<file path="config.mk">
export PLATFORM = sky130hd
export DESIGN_NAME = backoff_delay_with_jitter
export DESIGN_NICKNAME = d
export VERILOG_FILES = /design/src/hdl/bkj_pkg.sv /design/src/hdl/bkj_rng.sv /design/src/hdl/bkj_dp.sv /design/src/hdl/bkj_ctl.sv /design/src/hdl/backoff_delay_with_jitter.sv
export SDC_FILE = /design/constraint.sdc
export NUM_CORES = 1
export LEC_CHECK = 0
export BUFFER_PORTS_ARGS = -buffer_cell sky130_fd_sc_hd__buf_2
export CORE_ASPECT_RATIO = 0.6
export CORE_MARGIN = 10
export CORE_UTILIZATION = 23
export CTS_BUF_LIST = sky130_fd_sc_hd__clkbuf_4 sky130_fd_sc_hd__clkbuf_8
export CTS_CLUSTER_DIAMETER = 40
export DETAILED_ROUTE_END_ITERATION = 16
export PLACE_DENSITY = 0.35
export SKIP_CTS_REPAIR_TIMING = 1
export SLEW_MARGIN = 20
export SYNTH_ARGS = -nofsm -noshare
export SYNTH_HDL_FRONTEND = slang
export SYNTH_SLANG_ARGS = --single-unit
</file>
<file path="constraint.sdc">
create_clock -name clk -period 5.65 [get_ports clk]
set_input_delay 1.13 -clock clk [delete_from_list [all_inputs] [get_ports clk]]
set_output_delay 1.13 -clock clk [all_outputs]
set_load 0.01 [all_outputs]
</file>
<file path="src/hdl/bkj_pkg.sv">
package bkj_pkg;

    localparam int DELAY_WIDTH = 16;

    // doubled delay needs one extra bit before the clamp
    localparam int DLY_W     = DELAY_WIDTH + 1;
    localparam int REM_W     = DELAY_WIDTH - 2;
    localparam int RNG_W     = 32;
    localparam int BIT_CNT_W = $clog2(RNG_W);
    localparam int ATT_W     = 8;
    localparam int OUT_W     = 17;
    localparam int CFG_IDX_W = 2;
    localparam int CFG_W     = 32;
    localparam int REG_W     = 16;

    localparam logic [RNG_W-1:0] SEED_ZERO_SUB = 32'hA5A5A5A5;
    localparam int MAX_ZERO_SUB  = 30;
    localparam int BASE_RESET    = 1;
    localparam int SHIFT_A       = 13;
    localparam int SHIFT_B       = 17;
    localparam int SHIFT_C       = 5;

    localparam logic [BIT_CNT_W-1:0] LAST_BIT = BIT_CNT_W'(RNG_W - 1);

    localparam logic [CFG_IDX_W-1:0] REG_BASE = CFG_IDX_W'(0);
    localparam logic [CFG_IDX_W-1:0] REG_MAX  = CFG_IDX_W'(1);
    localparam logic [CFG_IDX_W-1:0] REG_SEED = CFG_IDX_W'(2);

    typedef enum logic [2:0] {
        ST_IDLE,
        ST_DOUBLE,
        ST_CLAMP,
        ST_MODULO,
        ST_FINISH
    } state_t;

    typedef struct packed {
        logic load;
        logic dbl;
        logic clamp;
        logic adv;
        logic mod_step;
        logic fin;
    } ctl_t;

    typedef struct packed {
        logic stop_dbl;
        logic range_zero;
        logic last_bit;
        logic out_free;
    } stat_t;

    function automatic logic [RNG_W-1:0] xorshift(input logic [RNG_W-1:0] x);
        logic [RNG_W-1:0] y;
        y = x;
        y = y ^ (y << SHIFT_A);
        y = y ^ (y >> SHIFT_B);
        y = y ^ (y << SHIFT_C);
        return y;
    endfunction

endpackage

</file>
<file path="src/hdl/bkj_rng.sv">
module bkj_rng (
    input  logic                      clk,
    input  logic                      rst_n,
    input  logic                      seed_load,
    input  logic [bkj_pkg::RNG_W-1:0] seed_value,
    input  logic                      adv,
    output logic [bkj_pkg::RNG_W-1:0] rng_next
);
    import bkj_pkg::*;

    logic [RNG_W-1:0] rng_reg;

    assign rng_next = xorshift(rng_reg);

    always_ff @(posedge clk or negedge rst_n)
    begin
        if (!rst_n)
        begin
            rng_reg <= SEED_ZERO_SUB;
        end
        else if (seed_load)
        begin
            rng_reg <= (seed_value != '0) ? seed_value : SEED_ZERO_SUB;
        end
        else if (adv)
        begin
            rng_reg <= rng_next;
        end
    end

endmodule

</file>
<file path="src/hdl/bkj_dp.sv">
module bkj_dp (
    input  logic                            clk,
    input  bkj_pkg::ctl_t                   ctl,
    input  logic [bkj_pkg::DELAY_WIDTH-1:0] base_delay,
    input  logic [bkj_pkg::DELAY_WIDTH-1:0] max_delay,
    input  logic [bkj_pkg::ATT_W-1:0]       attempt,
    input  logic [bkj_pkg::RNG_W-1:0]       rng_next,
    output logic                            stop_dbl,
    output logic                            range_zero,
    output logic                            last_bit,
    output logic [bkj_pkg::OUT_W-1:0]       result
);
    import bkj_pkg::*;

    logic [DLY_W-1:0]       delay_reg, delay_next;
    logic [DELAY_WIDTH-1:0] max_reg, max_next;
    logic [ATT_W-1:0]       cnt_reg, cnt_next;
    logic [RNG_W-1:0]       word_reg, word_next;
    logic [REM_W-1:0]       rem_reg, rem_next;
    logic [BIT_CNT_W-1:0]   bit_cnt_reg, bit_cnt_next;

    // shared compare/subtract unit
    logic [DLY_W-1:0]       op_a, op_b;
    logic [DLY_W:0]         diff;
    logic                   ge;
    logic [DLY_W-1:0]       clamped;
    logic [DLY_W:0]         sum;

    always_comb
    begin
        if (ctl.mod_step)
        begin
            op_a = DLY_W'({rem_reg, word_reg[RNG_W-1]});
            op_b = DLY_W'(delay_reg[DELAY_WIDTH-1:2]);
        end
        else
        begin
            op_a = delay_reg;
            op_b = DLY_W'(max_reg);
        end
        diff = {1'b0, op_a} - {1'b0, op_b};
        ge   = ~diff[DLY_W];
    end

    assign clamped    = ge ? DLY_W'(max_reg) : delay_reg;
    assign stop_dbl   = ge || (cnt_reg == '0);
    assign range_zero = (clamped[DLY_W-1:2] == '0);
    assign last_bit   = (bit_cnt_reg == LAST_BIT);
    assign sum        = {1'b0, delay_reg} + (DLY_W + 1)'(rem_reg);
    assign result     = OUT_W'(sum);

    always_comb
    begin
        delay_next   = delay_reg;
        max_next     = max_reg;
        cnt_next     = cnt_reg;
        word_next    = word_reg;
        rem_next     = rem_reg;
        bit_cnt_next = bit_cnt_reg;
        if (ctl.load)
        begin
            delay_next = (base_delay == '0) ? DLY_W'(BASE_RESET) : DLY_W'(base_delay);
            max_next   = (max_delay == '0) ? DELAY_WIDTH'(MAX_ZERO_SUB) : max_delay;
            cnt_next   = attempt;
        end
        if (ctl.dbl)
        begin
            delay_next = delay_reg << 1;
            cnt_next   = cnt_reg - 1'b1;
        end
        if (ctl.clamp)
        begin
            delay_next   = clamped;
            rem_next     = '0;
            bit_cnt_next = '0;
        end
        if (ctl.adv)
        begin
            word_next = rng_next;
        end
        if (ctl.mod_step)
        begin
            // restoring remainder, one word bit per step
            rem_next     = ge ? diff[REM_W-1:0] : op_a[REM_W-1:0];
            word_next    = word_reg << 1;
            bit_cnt_next = bit_cnt_reg + 1'b1;
        end
    end

    always_ff @(posedge clk)
    begin
        delay_reg   <= delay_next;
        max_reg     <= max_next;
        cnt_reg     <= cnt_next;
        word_reg    <= word_next;
        rem_reg     <= rem_next;
        bit_cnt_reg <= bit_cnt_next;
    end

endmodule

</file>
<file path="src/hdl/bkj_ctl.sv">
module bkj_ctl (
    input  logic           clk,
    input  logic           rst_n,
    input  logic           in_valid,
    output logic           in_ready,
    input  bkj_pkg::stat_t stat,
    output bkj_pkg::ctl_t  ctl
);
    import bkj_pkg::*;

    state_t state_reg, state_next;

    always_ff @(posedge clk or negedge rst_n)
    begin
        if (!rst_n)
        begin
            state_reg <= ST_IDLE;
        end
        else
        begin
            state_reg <= state_next;
        end
    end

    always_comb
    begin
        state_next = state_reg;
        case (state_reg)
            ST_IDLE:
            begin
                if (in_valid)
                begin
                    state_next = ST_DOUBLE;
                end
            end
            ST_DOUBLE:
            begin
                if (stat.stop_dbl)
                begin
                    state_next = ST_CLAMP;
                end
            end
            ST_CLAMP:
            begin
                state_next = stat.range_zero ? ST_FINISH : ST_MODULO;
            end
            ST_MODULO:
            begin
                if (stat.last_bit)
                begin
                    state_next = ST_FINISH;
                end
            end
            ST_FINISH:
            begin
                if (stat.out_free)
                begin
                    state_next = ST_IDLE;
                end
            end
            default:
            begin
                state_next = ST_IDLE;
            end
        endcase
    end

    always_comb
    begin
        ctl      = '0;
        in_ready = 1'b0;
        case (state_reg)
            ST_IDLE:
            begin
                in_ready = 1'b1;
                ctl.load = in_valid;
            end
            ST_DOUBLE:
            begin
                ctl.dbl = ~stat.stop_dbl;
            end
            ST_CLAMP:
            begin
                ctl.clamp = 1'b1;
                ctl.adv   = ~stat.range_zero;
            end
            ST_MODULO:
            begin
                ctl.mod_step = 1'b1;
            end
            ST_FINISH:
            begin
                ctl.fin = stat.out_free;
            end
            default:
            begin
                ctl = '0;
            end
        endcase
    end

endmodule

</file>
<file path="src/hdl/backoff_delay_with_jitter.sv">
// Exponential backoff delay with jitter. Each request carries a retry attempt
// count; the block doubles the base delay once per attempt (stopping at the
// maximum), clamps to the maximum, and when the delay is 4 or more adds the next
// xorshift32 word modulo delay/4. Once a request is accepted the block is busy
// through its doublings (n of them, n at most 16 here), the clamp, the 32-step
// restoring remainder loop over the random word (skipped when the delay is below
// 4), run on the one shared subtract/compare unit, and the finish state, and takes
// no new request until it is idle again. A result still waiting in the output
// register holds the block in its finish state until that result is taken.
// One request is worked on at a time; the result sits in an output register so
// the next request can start while it waits. Config writes are always taken; a
// seed write reloads the generator at once.
module backoff_delay_with_jitter (
    input  logic                          clk,
    input  logic                          rst_n,
    input  logic                          in_valid,
    output logic                          in_ready,
    input  logic [bkj_pkg::ATT_W-1:0]     attempt,
    output logic                          out_valid,
    input  logic                          out_ready,
    output logic [bkj_pkg::OUT_W-1:0]     delay_secs,
    input  logic                          cfg_valid,
    output logic                          cfg_ready,
    input  logic [bkj_pkg::CFG_IDX_W-1:0] cfg_index,
    input  logic [bkj_pkg::CFG_W-1:0]     cfg_data
);
    import bkj_pkg::*;

    logic [DELAY_WIDTH-1:0] base_reg, base_next;
    logic [DELAY_WIDTH-1:0] max_reg, max_next;
    logic                   seed_load;
    logic                   out_valid_reg, out_valid_next;
    logic [OUT_W-1:0]       out_reg;
    logic [RNG_W-1:0]       rng_next;
    logic [OUT_W-1:0]       result;
    ctl_t                   ctl;
    stat_t                  stat;

    assign cfg_ready = 1'b1;

    always_comb
    begin
        base_next = base_reg;
        max_next  = max_reg;
        seed_load = 1'b0;
        if (cfg_valid)
        begin
            case (cfg_index)
                REG_BASE: base_next = DELAY_WIDTH'(cfg_data[REG_W-1:0]);
                REG_MAX:  max_next  = DELAY_WIDTH'(cfg_data[REG_W-1:0]);
                REG_SEED: seed_load = 1'b1;
                default:  seed_load = 1'b0;
            endcase
        end
    end

    always_ff @(posedge clk or negedge rst_n)
    begin
        if (!rst_n)
        begin
            base_reg <= DELAY_WIDTH'(BASE_RESET);
            max_reg  <= DELAY_WIDTH'(MAX_ZERO_SUB);
        end
        else
        begin
            base_reg <= base_next;
            max_reg  <= max_next;
        end
    end

    bkj_rng u_rng (
        .clk        (clk),
        .rst_n      (rst_n),
        .seed_load  (seed_load),
        .seed_value (cfg_data),
        .adv        (ctl.adv),
        .rng_next   (rng_next)
    );

    bkj_dp u_dp (
        .clk        (clk),
        .ctl        (ctl),
        .base_delay (base_reg),
        .max_delay  (max_reg),
        .attempt    (attempt),
        .rng_next   (rng_next),
        .stop_dbl   (stat.stop_dbl),
        .range_zero (stat.range_zero),
        .last_bit   (stat.last_bit),
        .result     (result)
    );

    assign stat.out_free = ~out_valid_reg | out_ready;

    bkj_ctl u_ctl (
        .clk      (clk),
        .rst_n    (rst_n),
        .in_valid (in_valid),
        .in_ready (in_ready),
        .stat     (stat),
        .ctl      (ctl)
    );

    // output register
    always_comb
    begin
        out_valid_next = out_valid_reg;
        if (ctl.fin)
        begin
            out_valid_next = 1'b1;
        end
        else if (out_ready)
        begin
            out_valid_next = 1'b0;
        end
    end

    always_ff @(posedge clk or negedge rst_n)
    begin
        if (!rst_n)
        begin
            out_valid_reg <= 1'b0;
        end
        else
        begin
            out_valid_reg <= out_valid_next;
        end
    end

    always_ff @(posedge clk)
    begin
        if (ctl.fin)
        begin
            out_reg <= result;
        end
    end

    assign out_valid  = out_valid_reg;
    assign delay_secs = out_reg;

    a_busy_after_accept: assert property (@(posedge clk) disable iff (!rst_n)
        in_valid && in_ready |=> !in_ready)
        else $error("block ready right after taking a request");

    a_no_ready_in_modulo: assert property (@(posedge clk) disable iff (!rst_n)
        ctl.mod_step |-> !in_ready && !ctl.fin)
        else $error("remainder step overlaps idle or finish");

    a_result_nonzero: assert property (@(posedge clk) disable iff (!rst_n)
        out_valid |-> delay_secs != '0)
        else $error("zero delay delivered");

    a_fin_only_when_free: assert property (@(posedge clk) disable iff (!rst_n)
        ctl.fin |-> !out_valid || out_ready)
        else $error("result overwrites a pending one");

endmodule
</file>
-- Yosys cells after proc, flatten, opt, wreduce, memory -nomap -nowiden
Index checks and enable logic that the tools add are counted.
- flip-flop bits (word level): 177
- input bits: 47
- add/sub/neg operators: 4
- equality and inequality tests: 12
- mux-type cells: 35
- bitwise logic cells: 8
- reductions and logical operators: 18
- operator list (operator ; number):
    32-bit two-way mux ; 5
    17-bit two-way mux ; 5
    32-bit bitwise XOR ; 2
    14-bit two-way mux ; 3
    16-bit zero test ; 2
    16-bit two-way mux ; 2
    32-bit nonzero test ; 1
    32-bit by 15-bit bitwise XOR with 32-bit output ; 1
    17-bit by 16-bit subtractor with 18-bit output ; 1
    17-bit by 14-bit adder with 17-bit output ; 1
    8-bit two-way mux ; 2
    15-bit zero test ; 1
    3-bit two-way mux ; 5
    3-bit one-hot mux with 5 select lines ; 1
    5-bit two-way mux ; 2
    2-bit nonzero test ; 5
    1-bit two-way mux ; 9
    8-bit zero test ; 1
    2-bit != test, second input constant ; 4
    8-bit by 1-bit subtractor with 8-bit output, second input constant ; 1
    3-bit by 2-bit equality test with 1-bit output, second input constant ; 2
    2-bit AND reduction ; 3
    5-bit by 1-bit adder with 5-bit output, second input constant ; 1
    5-bit equality test, second input constant ; 1
    13 further kinds ; 16

-- Depth between registers and ports, before layout
- depth in word-level cells: 10
- gate-level depth with buffers: 20

-- Hierarchy
Synthesis repeated with hierarchy kept, for this count alone.
- cells, all modules: 956
- area, all modules: 10802.9 um2
- modules (own cells, without submodules) (module ; instances ; cells each ; area each (um2) ; sequential area each (um2)):
    bkj_dp ; 1 ; 595 ; 6198.4 ; 2752.6
    bkj_rng ; 1 ; 245 ; 2601.2 ; 820.8
    backoff_delay_with_jitter ; 1 ; 91 ; 1780.5 ; 1342.5
    bkj_ctl ; 1 ; 25 ; 222.7 ; 75.1

-- Least setup slack after synthesis
Ideal clock, no wire load.
- path kind: reg-to-reg
- start point: register u_ctl.state_reg[2]
- end point: register u_dp.word_reg[10] (enable)
- library setup time: 0.472 ns
- arrival: 4.154 ns
- data required time: 5.178 ns
- path slack: 1.025 ns
- cell stages (with the launch flop): 19
- buffers on the path: 6
- cell sequence: dfrtp_1 -> buf_2 -> nor2b_4 -> and2_1 -> clkbuf_1 -> clkbuf_1 -> nor2_1 -> a21o_1 -> ha_1 -> nor2b_1 -> o31ai_1 -> a31oi_1 -> and4b_1 -> or3_1 -> buf_4 -> nand3_2 -> buf_6 -> buf_2 -> nand2_1
- cells in the longest elaborated chain, start to end: 9
- ends and longest elaborated chain (what ; line ; RTL):
    start, declared ; bkj_ctl.sv:11 ; state_t state_reg, state_next;
    start signal, assigned ; bkj_ctl.sv:21 ; state_reg <= state_next;
    3-bit by 2-bit equality test with 1-bit output ; bkj_ctl.sv:72 ; case (state_reg)
    1-bit two-way mux ; bkj_ctl.sv:72 ;
    17-bit two-way mux or 16-bit two-way mux (tied branches) ; bkj_dp.sv:31 ; if (ctl.mod_step)
    17-bit by 16-bit subtractor with 18-bit output ; bkj_dp.sv:41 ; diff = {1'b0, op_a} - {1'b0, op_b};
    17-bit two-way mux ; bkj_dp.sv:45 ; assign clamped = ge ? DLY_W'(max_reg) : delay_reg;
    15-bit zero test ; bkj_dp.sv:47 ; assign range_zero = (clamped[DLY_W-1:2] == '0);
    1-bit inverter ; bkj_ctl.sv:85 ; ctl.adv = ~stat.range_zero;
    2-bit two-way mux ; bkj_ctl.sv:72 ;
    2-bit nonzero test (no source line) (*) ; -- ;
    end signal, assigned ; bkj_dp.sv:95 ; word_reg <= word_next;
    end, declared ; bkj_dp.sv:18 ; logic [RNG_W-1:0] word_reg, word_next;
Mark *: on every way between the ends. The rest lies on a longest branch, timed or not. The select of a mux whose other input is x is not followed.
A chain may end at the register's enable or synchronous reset.

-- Worst setup path in the final report
- start point: register u_ctl.state_reg[1]
- end point: register u_rng.rng_reg[8]
- cells in the longest elaborated chain, start to end: 9
- ends and longest elaborated chain (what ; line ; RTL):
    3-bit by 2-bit equality test with 1-bit output ; bkj_ctl.sv:72 ;
    1-bit two-way mux ; bkj_ctl.sv:72 ;
    17-bit two-way mux or 16-bit two-way mux (tied branches) ; bkj_dp.sv:31 ;
    17-bit by 16-bit subtractor with 18-bit output ; bkj_dp.sv:41 ;
    17-bit two-way mux ; bkj_dp.sv:45 ;
    15-bit zero test ; bkj_dp.sv:47 ;
    1-bit inverter ; bkj_ctl.sv:85 ;
    2-bit two-way mux (*) ; bkj_ctl.sv:72 ;
    2-bit nonzero test (no source line) (*) ; -- ;
    end signal, assigned ; bkj_rng.sv:23 ; rng_reg <= (seed_value != '0) ? seed_value : SEED_ZERO_SUB;
    end signal, assigned ; bkj_rng.sv:27 ; rng_reg <= rng_next;
    end, declared ; bkj_rng.sv:11 ; logic [RNG_W-1:0] rng_reg;
Marked as above.

==> metrics.md <==
| Metric | Value |
|---|---|
| Finished Cell Area | `11,870 um^2` |
| H-tree depth | `4` |
| Fraction of registers with async set or reset after synthesis | `38.42%` |
| Crit end category | `register` |
| Cell Rows | `60` |
| Final worst path period share | `84.28%` |
| Worst skew pair latency | `0.50 ns` |
| Cell taking the most area after synthesis | `edfxtp_1` |
| Top_reg_cell synth | `edfxtp_1` |
| Routed wire length | `35,110 um` |
| Mapped Nets | `1,127` |
| Final #Nets | `1,160` |
| Synth Register Bits | `177` |
| PortBufs | `65` |
| Clk sinks | `177` |
| Register area share after synthesis | `47.66%` |
| Top cells by area, synth | `edfxtp_1 31%, dfrtp_1 11%, nand2_1 5.8%` |
| Initial core utilization | `23.32%` |
| Max-slew headroom | `25.03%` |
| Distinct cell type count of the synthesized netlist | `64` |
| DR iter-0 viols | `519` |
| Die H | `185.3 um` |
| Vias in the first global route | `7,715` |
| CP Class | `register to register` |
| Area Overhead vs Synth | `13.37%` |
| RSZ-0062 raised after global routing | `false` |
| Die width | `295.5 um` |
| Endpoints failing setup | `0` |
| CTS Buffer Depth | `2` |
| DR pass1 iterations | `5` |
| Cell Area, Synth | `10,470 um^2` |
| RePlAce Congestion | `0.7787` |
| Fmax | `210.0 MHz` |
| Reg-to-Reg Start | `u_ctl.state_reg[1]` |
| Final TNS setup | `0 ns` |
| Post-DP HPWL | `26,570 um` |
| Synth Instances | `1,044` |
| Congestion Overflow GR | `0` |
| Antenna Nets Post-Route | `0` |
| Tot GR Track Use | `12.87%` |
| EDFF count, synth | `108` |
| CP max FO | `37` |
| Status | `finished clean` |
| Initial antenna violation count | `1` |
| FILL cells | `4,799` |
| Arr. time, crit path | `5.19 ns` |
| TritonCTS buffer count | `17` |
| Avg Inst Size Synth | `10.03 um^2` |
| Routed len/inst | `20.90 um` |
| Vias/cell | `4.719` |
| Slew @ Worst Pin | `1.120 ns` |
| DP Area | `11,420 um^2` |
| Synth warn | `0` |
| Die Area | `54,740 um^2` |
| Skew final | `0.02465 ns` |
| Hold_sp | `max_reg[9]` |
| I/O pins | `67` |
| Clock transition at path regs | `0.10 ns` |
| Final Core Density | `26.44%` |
| DRC | `0` |
| TritonCTS clock tree | `yes` |
| Most common cell after layout, fill and taps aside | `nand2_1` |
| Core Area | `44,890 um^2` |
| Layout cell share with drive strength beyond 1 | `17.61%` |
| Vias | `7,928` |
| Critical Path Start Type | `register` |
| CP Data Required Time | `6.08 ns` |
| Endpoints failing hold | `0` |
| Worst Setup SP | `u_ctl.state_reg[1]` |
| Post-layout min period | `4.762 ns` |
| Max_cap viols | `0` |
| Root buffer cell | `clkbuf_8` |
| First-pass GRT wire length | `52,290 um` |
| Largest net degree at the start of global routing | `41` |
| Top-area cell type share of the netlist area | `30.97%` |
| Worst hold path type | `register to register` |
| Fin. max-slew vios | `0` |
| Most frequent cells in the layout | `161 x nand2_1, 108 x edfxtp_1, 74 x o21ai_0, 64 x xnor2_1, 64 x buf_2` |
==> through the flow <==
step           std cells  worst slack, ns  hold WS [ns]
6_report            1680           0.8882        0.4847
5_1_grt             1679           0.5496        0.5050
3_3_place_gp        1647           0.9709        0.4604
4_1_cts             1679           0.8844        0.4906
2_1_floorplan       1044            1.025        0.4433
3_5_place_dp        1647           0.8980        0.4519
==> Yosys cell counts (10+ instances only) <==
cell type    n
a21oi_1     57
and3_1      16
clkbuf_1    61
dfrtp_1     47
dfstp_2     21
edfxtp_1   108
ha_1        34
inv_1       19
mux2_2      35
mux2i_1     28
nand2_1    161
nand3_1     22
nor2_1      63
nor3_1      10
nor4_1      31
o21a_1      10
o21ai_0     74
xnor2_1     64
xor2_1      51
==> critical path: stages, from the launching register on <==
cell and delay (ns):
dfrtp_1 0.50, nor2b_4 0.33, and2_2 0.40, buf_4 0.45, nand2_1 0.10, nand2_1 0.08, ha_1 0.24, a21o_1 0.17
a221oi_2 0.34, nand2_2 0.14, or3_1 0.60, nand3_2 0.23, buf_4 0.36, buf_4 0.36, nor4_1 0.10, a311o_1 0.27
==> worst paths after layout <==
| kind | endpoint | slack [ns] | cells after the start |
|---|---|---|---|
| hold / removal | u_dp.max_reg[9] | 0.48 | 0 |
| max in group asynchronous | u_rng.rng_reg[17] | 4.09 | 2 |
| min in group asynchronous | u_rng.rng_reg[6] | 0.57 | 1 |
| setup / recovery | u_rng.rng_reg[8] | 0.89 | 15 |
| setup reg to reg | u_rng.rng_reg[8] | 0.89 | 15 |
| hold reg to reg | u_dp.max_reg[9] | 0.48 | 0 |
==> layout make-up <==
type	count	area (um^2)	share of cell area, %
clock buffers	17	234.0	1.971
clock inverters	15	214.0	1.802
inverters	19	71.32	0.6008
repair buffers	88	513.0	4.321
flip-flops and latches	177	4991	42.04
multi-input cells	774	5109	43.03
well taps	589	737.0	6.208
diodes	1	2.502	0.02108
==> per-layer routing <==
layer | GRT usage, % | up-vias | share of wire, %
met5 | 0 | - | 0.034
met4 | 2.166 | 2 | 0.80
met3 | 2.451 | 19 | 4.7
met2 | 15.79 | 166 | 36
met1 | 21.72 | 3942 | 59
li1 | - | 3799 | -
==> logic make-up after synthesis <==
logic type                 after synthesis  synth area share, %
DFF                                    177                47.66
AOI/OAI and AO/OA                      206                12.31
and+or+nand+nor                        353                15.72
other                                    1              0.03581
buffers and inverters                   93                3.764
muxes                                   63                6.440
xor gates and xnor gates               115                9.619
adders and majority gates               36                4.445
Power is not shown: default switching activity piles up to over one toggle a cycle in this logic, so the estimate is an artifact.
